<file path="config.mk">
export PLATFORM = sky130hd
export DESIGN_NAME = per_key_send_rate_limiter
export DESIGN_NICKNAME = d
export VERILOG_FILES = /design/src/hw/rtl/pksrl_pkg.sv /design/src/hw/rtl/per_key_send_rate_limiter.sv
export VERILOG_INCLUDE_DIRS = /design/src /design/src/hw/rtl
export SDC_FILE = /design/constraint.sdc
export NUM_CORES = 2
export LEC_CHECK = 0
export BUFFER_PORTS_ARGS = -buffer_cell sky130_fd_sc_hd__buf_2
export CAP_MARGIN = 10
export CORE_MARGIN = 1
export CORE_UTILIZATION = 62
export CTS_CLUSTER_SIZE = 25
export DETAILED_ROUTE_END_ITERATION = 10
export PLACE_DENSITY = 0.79
export SYNTH_ARGS = -nofsm -noshare
export SYNTH_HDL_FRONTEND = slang
export SYNTH_SLANG_ARGS = --single-unit
</file>
<file path="constraint.sdc">
create_clock -name clk_i -period 14.3 [get_ports clk_i]
set_input_delay 1.43 -clock clk_i [delete_from_list [all_inputs] [get_ports clk_i]]
set_output_delay 1.43 -clock clk_i [all_outputs]
set_load 0.01 [all_outputs]
</file>
<file path="src/hw/rtl/per_key_send_rate_limiter_assert.svh">
// ----------------------------------------------------------------------------
// Assertion macros for the per-key send rate limiter
// Clocked on clk_i, disabled while rst_ni is low.
// ----------------------------------------------------------------------------
`ifndef PER_KEY_SEND_RATE_LIMITER_ASSERT_SVH
`define PER_KEY_SEND_RATE_LIMITER_ASSERT_SVH

// same-cycle implication
`define PKSRL_ASSERT_IMP(lbl, ante, cons, msg) \
  lbl: assert property (@(posedge clk_i) disable iff (!rst_ni) (ante) |-> (cons)) \
    else $error(msg);

// next-cycle implication
`define PKSRL_ASSERT_NXT(lbl, ante, cons, msg) \
  lbl: assert property (@(posedge clk_i) disable iff (!rst_ni) (ante) |=> (cons)) \
    else $error(msg);

`endif

</file>
<file path="src/hw/rtl/pksrl_pkg.sv">
// ----------------------------------------------------------------------------
// pksrl_pkg
// Types, status codes and helpers of the per-key send rate limiter.
// ----------------------------------------------------------------------------
package pksrl_pkg;

  localparam int unsigned HeadW = 64;
  localparam int unsigned TailW = 16;
  localparam int unsigned TimeW = 32;
  localparam int unsigned IntvW = 16;
  localparam logic [IntvW-1:0] IntvReset = 16'd300;

  typedef enum logic [1:0] {
    ST_KNOWN = 2'd0,
    ST_NEW   = 2'd1,
    ST_SOON  = 2'd2,
    ST_FULL  = 2'd3
  } status_e;

  typedef struct packed {
    logic [HeadW-1:0] callsign_head;
    logic [TailW-1:0] callsign_tail;
    logic [TimeW-1:0] now_seconds;
  } req_t;

  typedef struct packed {
    logic             allowed;
    status_e          status;
    logic [TimeW-1:0] remaining_seconds;
  } result_t;

  typedef struct packed {
    logic [HeadW-1:0] head;
    logic [TailW-1:0] tail;
    logic [TimeW-1:0] due;
  } entry_t;

  // now + interval, saturating at the 32-bit maximum
  function automatic logic [TimeW-1:0] due_after(input logic [TimeW-1:0] now,
                                                 input logic [IntvW-1:0] intv);
    logic [TimeW:0] sum;
    sum = {1'b0, now} + {{(TimeW+1-IntvW){1'b0}}, intv};
    due_after = sum[TimeW] ? {TimeW{1'b1}} : sum[TimeW-1:0];
  endfunction

endpackage

</file>
<file path="src/hw/rtl/per_key_send_rate_limiter.sv">
// ----------------------------------------------------------------------------
// per_key_send_rate_limiter
// Per-key send rate limiter: a table of call-sign keys with due times and
// recency ranks, held in a key/due memory and a rank memory.
// Each request runs a search pass with one memory read per entry; a new key
//   that is stored also runs a rank pass with one read-modify-write per entry.
// Requests do not overlap: a new one is taken only while busy is low.
// Reset: all entries invalid, send_interval 300; memories keep no reset.
// ----------------------------------------------------------------------------
module per_key_send_rate_limiter #(
  parameter int unsigned TABLE_ENTRIES = 16
) (
  input  logic                           clk_i,
  input  logic                           rst_ni,
  input  logic                           cfg_we_i,
  input  logic [pksrl_pkg::IntvW-1:0]    cfg_wdata_i,
  input  logic                           start,
  output logic                           busy,
  input  pksrl_pkg::req_t                req_i,
  output logic                           done_o,
  output pksrl_pkg::result_t             result_o
);
  import pksrl_pkg::*;

  localparam int unsigned IW = $clog2(TABLE_ENTRIES);
  localparam int unsigned CW = IW + 1;
  localparam int unsigned RW = IW;

  typedef enum logic [3:0] {
    S_IDLE   = 4'b0001,
    S_SCAN   = 4'b0010,
    S_DECIDE = 4'b0100,
    S_RANK   = 4'b1000
  } state_e;

  state_e st_q, st_d;
  logic [IntvW-1:0] intv_q;
  req_t req_q, req_d;
  logic [CW-1:0] cnt_q, cnt_d;
  logic rd_vld_q, rd_vld_d;
  logic [IW-1:0] rd_idx_q, rd_idx_d;
  logic [TABLE_ENTRIES-1:0] valid_q, valid_d;
  logic hit_q, hit_d, free_q, free_d, vic_q, vic_d;
  logic [IW-1:0] hit_idx_q, hit_idx_d, free_idx_q, free_idx_d, vic_idx_q, vic_idx_d;
  logic [TimeW-1:0] hit_due_q, hit_due_d;
  logic [RW-1:0] vic_rank_q, vic_rank_d;
  logic done_q, done_d;
  result_t res_q, res_d;

  entry_t ent_mem [TABLE_ENTRIES];
  logic [RW-1:0] rk_mem [TABLE_ENTRIES];
  entry_t ent_rd_q;
  logic [RW-1:0] rk_rd_q;

  logic [IW-1:0] rd_addr;
  logic ent_we, rk_we;
  logic [IW-1:0] ent_waddr, rk_waddr;
  entry_t ent_wdata;
  logic [RW-1:0] rk_wdata;

  logic in_pass, pass_issue, pass_end, accept, cur_valid, key_eq;
  logic [TimeW-1:0] new_due;

  assign accept     = start && !busy;
  assign in_pass    = (st_q == S_SCAN) || (st_q == S_RANK);
  assign pass_issue = in_pass && (cnt_q < CW'(TABLE_ENTRIES));
  assign pass_end   = in_pass && !pass_issue && !rd_vld_q;
  assign rd_addr    = pass_issue ? cnt_q[IW-1:0] : '0;
  assign cur_valid  = valid_q[rd_idx_q];
  assign key_eq     = (ent_rd_q.head == req_q.callsign_head) &&
                      (ent_rd_q.tail == req_q.callsign_tail);
  assign new_due    = due_after(req_q.now_seconds, intv_q);

  always_comb begin
    st_d       = st_q;
    req_d      = req_q;
    cnt_d      = cnt_q;
    rd_vld_d   = 1'b0;
    rd_idx_d   = rd_idx_q;
    valid_d    = valid_q;
    hit_d      = hit_q;
    free_d     = free_q;
    vic_d      = vic_q;
    hit_idx_d  = hit_idx_q;
    free_idx_d = free_idx_q;
    vic_idx_d  = vic_idx_q;
    hit_due_d  = hit_due_q;
    vic_rank_d = vic_rank_q;
    done_d     = 1'b0;
    res_d      = res_q;
    ent_we     = 1'b0;
    ent_waddr  = hit_idx_q;
    ent_wdata  = '{head: req_q.callsign_head, tail: req_q.callsign_tail, due: new_due};
    rk_we      = 1'b0;
    rk_waddr   = rd_idx_q;
    rk_wdata   = rk_rd_q + RW'(1);

    if (pass_issue) begin
      rd_vld_d = 1'b1;
      rd_idx_d = cnt_q[IW-1:0];
      cnt_d    = cnt_q + CW'(1);
    end

    case (st_q)
      S_IDLE: begin
        if (accept) begin
          st_d   = S_SCAN;
          req_d  = req_i;
          cnt_d  = '0;
          hit_d  = 1'b0;
          free_d = 1'b0;
          vic_d  = 1'b0;
        end
      end
      S_SCAN: begin
        if (rd_vld_q) begin
          if (cur_valid && key_eq) begin
            hit_d     = 1'b1;
            hit_idx_d = rd_idx_q;
            hit_due_d = ent_rd_q.due;
          end
          if (!cur_valid && !free_q) begin
            free_d     = 1'b1;
            free_idx_d = rd_idx_q;
          end
          if (cur_valid && (ent_rd_q.due <= req_q.now_seconds) &&
              (!vic_q || (rk_rd_q < vic_rank_q))) begin
            vic_d      = 1'b1;
            vic_idx_d  = rd_idx_q;
            vic_rank_d = rk_rd_q;
          end
        end
        if (pass_end) st_d = S_DECIDE;
      end
      S_DECIDE: begin
        res_d.remaining_seconds = '0;
        if (hit_q) begin
          done_d = 1'b1;
          st_d   = S_IDLE;
          if (req_q.now_seconds >= hit_due_q) begin
            ent_we        = 1'b1;
            res_d.allowed = 1'b1;
            res_d.status  = ST_KNOWN;
          end else begin
            res_d.allowed           = 1'b0;
            res_d.status            = ST_SOON;
            res_d.remaining_seconds = hit_due_q - req_q.now_seconds;
          end
        end else if (!free_q) begin
          done_d        = 1'b1;
          st_d          = S_IDLE;
          res_d.allowed = 1'b0;
          res_d.status  = ST_FULL;
        end else if (new_due <= req_q.now_seconds) begin
          // new entry is its own victim: table unchanged
          done_d        = 1'b1;
          st_d          = S_IDLE;
          res_d.allowed = 1'b1;
          res_d.status  = ST_NEW;
        end else begin
          ent_we    = 1'b1;
          ent_waddr = free_idx_q;
          cnt_d     = '0;
          st_d      = S_RANK;
        end
      end
      S_RANK: begin
        if (rd_vld_q && cur_valid &&
            (!vic_q || ((rd_idx_q != vic_idx_q) && (rk_rd_q < vic_rank_q)))) begin
          rk_we = 1'b1;
        end
        if (pass_end) begin
          rk_we               = 1'b1;
          rk_waddr            = free_idx_q;
          rk_wdata            = '0;
          valid_d[free_idx_q] = 1'b1;
          if (vic_q) valid_d[vic_idx_q] = 1'b0;
          done_d                  = 1'b1;
          res_d.allowed           = 1'b1;
          res_d.status            = ST_NEW;
          res_d.remaining_seconds = '0;
          st_d                    = S_IDLE;
        end
      end
      default: begin
        st_d = S_IDLE;
      end
    endcase
  end

  always_ff @(posedge clk_i or negedge rst_ni) begin
    if (!rst_ni) begin
      st_q     <= S_IDLE;
      intv_q   <= IntvReset;
      cnt_q    <= '0;
      rd_vld_q <= 1'b0;
      valid_q  <= '0;
      hit_q    <= 1'b0;
      free_q   <= 1'b0;
      vic_q    <= 1'b0;
      done_q   <= 1'b0;
    end else begin
      st_q     <= st_d;
      if (cfg_we_i) intv_q <= cfg_wdata_i;
      cnt_q    <= cnt_d;
      rd_vld_q <= rd_vld_d;
      valid_q  <= valid_d;
      hit_q    <= hit_d;
      free_q   <= free_d;
      vic_q    <= vic_d;
      done_q   <= done_d;
    end
  end

  always_ff @(posedge clk_i) begin
    req_q      <= req_d;
    rd_idx_q   <= rd_idx_d;
    hit_idx_q  <= hit_idx_d;
    free_idx_q <= free_idx_d;
    vic_idx_q  <= vic_idx_d;
    hit_due_q  <= hit_due_d;
    vic_rank_q <= vic_rank_d;
    res_q      <= res_d;
  end

  always_ff @(posedge clk_i) begin
    ent_rd_q <= ent_mem[rd_addr];
    rk_rd_q  <= rk_mem[rd_addr];
    if (ent_we) ent_mem[ent_waddr] <= ent_wdata;
    if (rk_we) rk_mem[rk_waddr] <= rk_wdata;
  end

  assign busy     = (st_q != S_IDLE);
  assign done_o   = done_q;
  assign result_o = res_q;

`include "per_key_send_rate_limiter_assert.svh"

  `PKSRL_ASSERT_NXT(a_accept_busy, accept, busy, "busy not raised after start beat")
  `PKSRL_ASSERT_IMP(a_done_idle, done_o, !busy, "result strobe while still busy")
  `PKSRL_ASSERT_IMP(a_rank_not_free, (st_q == S_RANK) && rd_vld_q && rk_we,
                    rk_waddr != free_idx_q, "rank pass wrote the slot being filled")
  `PKSRL_ASSERT_IMP(a_soon_nonzero, done_o && (result_o.status == ST_SOON),
                    (result_o.remaining_seconds != '0) && !result_o.allowed,
                    "too-soon result with zero remaining time")

endmodule

</file>
==> summary.txt <==
Outcome
  • Status: finished, final reports clean

Timing
  • Clock period minus worst slack: slightly below 9 ns
  • Max-slew headroom: 0.0304
  • Final Cycle Share: 0.618
  • TNS Setup: 0 ns
  • Setup slack after layout: 5.47 ns
  • RSZ-0062 raised after global routing: false
  • Fmax: 113 MHz
  • Final hold violation count: 0
  • Skew final: 0.0542 ns
  • Final setup violating endpoints: 0
  • Count of pins over their slew limit: 0
  • Worst slew pin tran: 1.44 ns

Placed design
  • DP Area: 90100 µm²
  • Place WS: 5.70 ns
  • Dpl cells: 6342
  • GP Congestion: 0.909
  • DP HPWL: 107000 µm
  • Port-buffer cells: 168

Setup path
  • Crit Path Max Fanout: 56
  • Setup crit start kind: register
  • Worst EP arrival: 9.29 ns
  • Reg2Reg Depth: 22
  • CP Class: register to register
  • Req. time, crit path: 14.75 ns
  • CP endpoint kind: register

GRT
  • Met3 Resource Use GR: 0.0527
  • First-pass GRT wire length: 310000 µm
  • Total GRT Usage: 0.302
  • Vias in the first global route: 47500
  • M1 GR Usage: 0.407
  • Grt peak-use layer: met2
  • Remaining global-route overflow: 0
  • Global Route met2 Usage: 0.497
  • Initial antenna violation count: 3
  • Largest net degree at the start of global routing: 133

Synth
  • Xor and xnor area share after synthesis: 0.0137
  • Synth Instances: between 4000 and 5000
  • Flops & latches, synth: approximately 2200
  • Mean area per synthesized cell: approximately 20 µm²
  • EDFF count, synth: 2055
  • Sequential share of the synthesized area: 0.752
  • Post-synth top area cell: edfxtp_1
  • Adder-Cell Fraction of Synth Area: 0.0158
  • Mapped Nets: 4688
  • Top cell type's share of synthesized area: 0.712
  • Synthesized cell area: 86700 µm²
  • Synth Area in Simple Gates: 0.0420
  • Top post-synthesis cells by area: edfxtp_1 71%, mux4_2 12%, dfxtp_1 2.7%, ha_1 1.5%, nand2_1 1.3%
  • Dominant synthesized flop cell: edfxtp_1
  • Mux share of post-synthesis cell area: 0.124
  • Compound-Gate Fraction of Synth Area: 0.0401
  • Yosys cell types: between 90 and 100
  • Largest family of logic cells by synthesized area: multiplexers
  • Ys Warns: 0
  • Ys async rst share: 0.0207

Floorplanning
  • Num ports: ~170
  • Starting Density: 0.627
  • Die area: 141000 µm²
  • FP Rows: 136
  • Die Y: about 380 µm
  • Die W: 376 µm
  • Placeable core area: 138000 µm²

Cells and area
  • Filler cells: about 8000
  • Final net count: 4928
  • Layout cell share with drive strength beyond 1: 0.231
  • Area Overhead vs Synth: 12.2%
  • Fin area: 97300 µm²
  • Final Non-Filler Cells: 6736

Route
  • Via Count: 45600
  • DR DRC count: 0
  • TritonRoute pass-1 iters: 5
  • Vias per cell: 6.77
  • Post-DR wirelength/cell: slightly above 30 µm
  • DRT Wirelength: 210000 µm
  • DRT iter0 DRCs: around 5600
  • Routed Antenna Nets: 0

Clock tree
  • H-tree depth: 4
  • CTS-repair resized insts: 0
  • Hold bufs inserted after CTS: 0
  • Number of setup buffers added after CTS: 0
  • CTS Buf Count: 207
  • CTS Root Cell: clkbuf_16
  • CTS tree: built
  • Clock Tree Buf Depth: 3
  • Sinks on Clock Net: 2217
  • Worst-Skew Late Latency: 0.86 ns
  • Clock Pin Slew Worst Setup and Hold Paths: ~0.060 ns

Pwr
  • Seq pwr share: 0.524
  • PwrDens: about 150 nW/µm²
  • Switching share of power: 0.238
  • Part of the power in combinational logic: 0.090
  • Clock share of power: 0.385
  • P_int: roughly 0.011 W
  • P_leak: approximately 32 nW
  • Worst vdd ir: 0.134 mV
  • Net switching power: 0.00353 W

Job
  • Number of max-cap violations: 0

Worst hold path
  • Hold Path Stages: 0
  • Hold Path Class: register to register
[through the flow]
step / hold slack (ns) / util / total power (W)
after floorplan: 0.408 / - / 0.00867
after global placement: 0.424 / 0.652 / 0.00918
after detailed placement: 0.422 / 0.652 / 0.00922
after CTS: 0.440 / 0.704 / 0.0149
after global routing: 0.445 / 0.704 / 0.0152
final: 0.437 / 0.704 / 0.0148
[area by class of cell]
type	instances	area (µm²)	share of cell area
Antenna cell	1	2.50	0.0000257
Clock buffer	288	5800	0.0596
Clock inverter	105	1330	0.0137
Inverter	59	226	0.00233
Multi-Input combinational cell	1963	20800	0.213
Sequential cell	2217	65200	0.670
Tap cell	1863	2330	0.0240
Timing Repair Buffer	240	1620	0.0166
[power groups by stage]
stage / Clock (W) / Sequential (W) / Combinational [W]
after floorplan: 0 / 0.00782 / 0.000859
after global placement: 0 / 0.00789 / 0.00129
after detailed placement: 0 / 0.00791 / 0.00131
after CTS: 0.00577 / 0.00778 / 0.00133
after global routing: 0.00600 / 0.00780 / 0.00144
final: 0.00572 / 0.00778 / 0.00134
[state kept, by name, indices dropped and copies added, names as in the netlist]
name,cells
done_o,1
vic_q,1
free_idx_q,4
hit_due_q,32
req_q,32
rd_idx_q,4
ent_wdata,80
ent_rd_q,112
vic_idx_q,4
vic_rank_q,4
intv_q,16
rd_vld_q,1
cnt_q,5
st_q,4
ent_mem,1792
valid_q,16
result_o,35
hit_idx_q,4
rk_rd_q,4
rk_mem,64
hit_q,1
free_q,1
[cells by family after synthesis]
kind of cell,count (synthesis)
adder cells (fa/ha/maj),108
flip-flops,2217
XOR/XNOR,136
multiplexers,489
buffers and inverters,268
AO/OA/AOI/OAI,504
AND/OR/NAND/NOR,726
[Yosys cell counts (5+ instances only)]
master / n
o21a_1: 13
ha_1: 106
edfxtp_1: 2055
and2_1: 13
dfxtp_1: 116
a41oi_1: 5
nor2b_1: 15
a211oi_1: 123
dfrtp_1: 41
xor2_1: 95
nand2b_1: 20
nor2_1: 92
nand3_1: 23
o21ai_0: 36
or2_2: 7
mux2_2: 16
dfstp_2: 5
or3_1: 6
o211ai_1: 7
nor4_1: 21
clkbuf_1: 154
xnor2_1: 41
mux4_2: 469
inv_1: 58
o22ai_1: 12
a21o_1: 42
nand4_1: 26
buf_1: 35
a21oi_1: 79
o21ai_1: 7
a31oi_1: 124
nand2_1: 307
buf_2: 17
o21bai_1: 5
nor3_1: 27
nor3_2: 5
and3_1: 127
[cell usage in the layout (no fill, tap or decap), drive strengths merged, types with 14 or more instances in the layout]
master,instances
edfxtp,2055
mux4,469
nand2,308
clkbuf,288
buf,240
and3,129
a211oi,125
a31oi,125
dfxtp,116
ha,106
xor2,95
nor2,94
a21oi,80
clkinv,69
inv,63
o21ai,46
a21o,42
xnor2,41
dfrtp,41
nor3,34
nand4,26
bufinv,25
nand3,25
nor4,25
nand2b,20
mux2,16
nor2b,15
and2,14
[final timing paths]
check / from / endpoint / slack [ns]
hold reg to reg: ent_rd_q[26] / hit_due_q[26] / 0.44
min in group asynchronous: rst_ni / done_o / 0.68
setup reg to reg: req_q[0] / ent_mem[8][108] / 5.47
max in group asynchronous: rst_ni / cnt_q[3] / 13.14
hold / removal: ent_rd_q[26] / hit_due_q[26] / 0.44
setup / recovery: req_q[0] / ent_mem[8][108] / 5.47
[worst max-delay path, stage by stage, from the launching register on]
cell,delay [ns]
edfxtp_1,0.47
ha_1,0.30
fa_1,0.44
a211oi_1,0.36
o21ai_1,0.16
a31oi_1,0.36
o22ai_2,0.25
and3_1,0.27
nand3_2,0.40
nand2_1,0.59
ha_1,0.51
nand4_1,0.09
nor2_1,0.25
a21oi_1,0.11
o211a_1,0.14
o21ai_0,0.06
nor3b_1,0.35
o31ai_4,0.15
nor2_4,0.17
o211ai_2,0.24
o22ai_4,1.05
buf_4,0.70
buf_4,0.93
[per-layer routing]
metal | share of wire | routed length [µm]
met1 | 0.36 | 76300
met2 | 0.50 | 105000
met3 | 0.10 | 21100
met4 | 0.037 | 7770
met5 | 0.000052 | 11
Note: power is estimated with default switching activity, not from simulation.
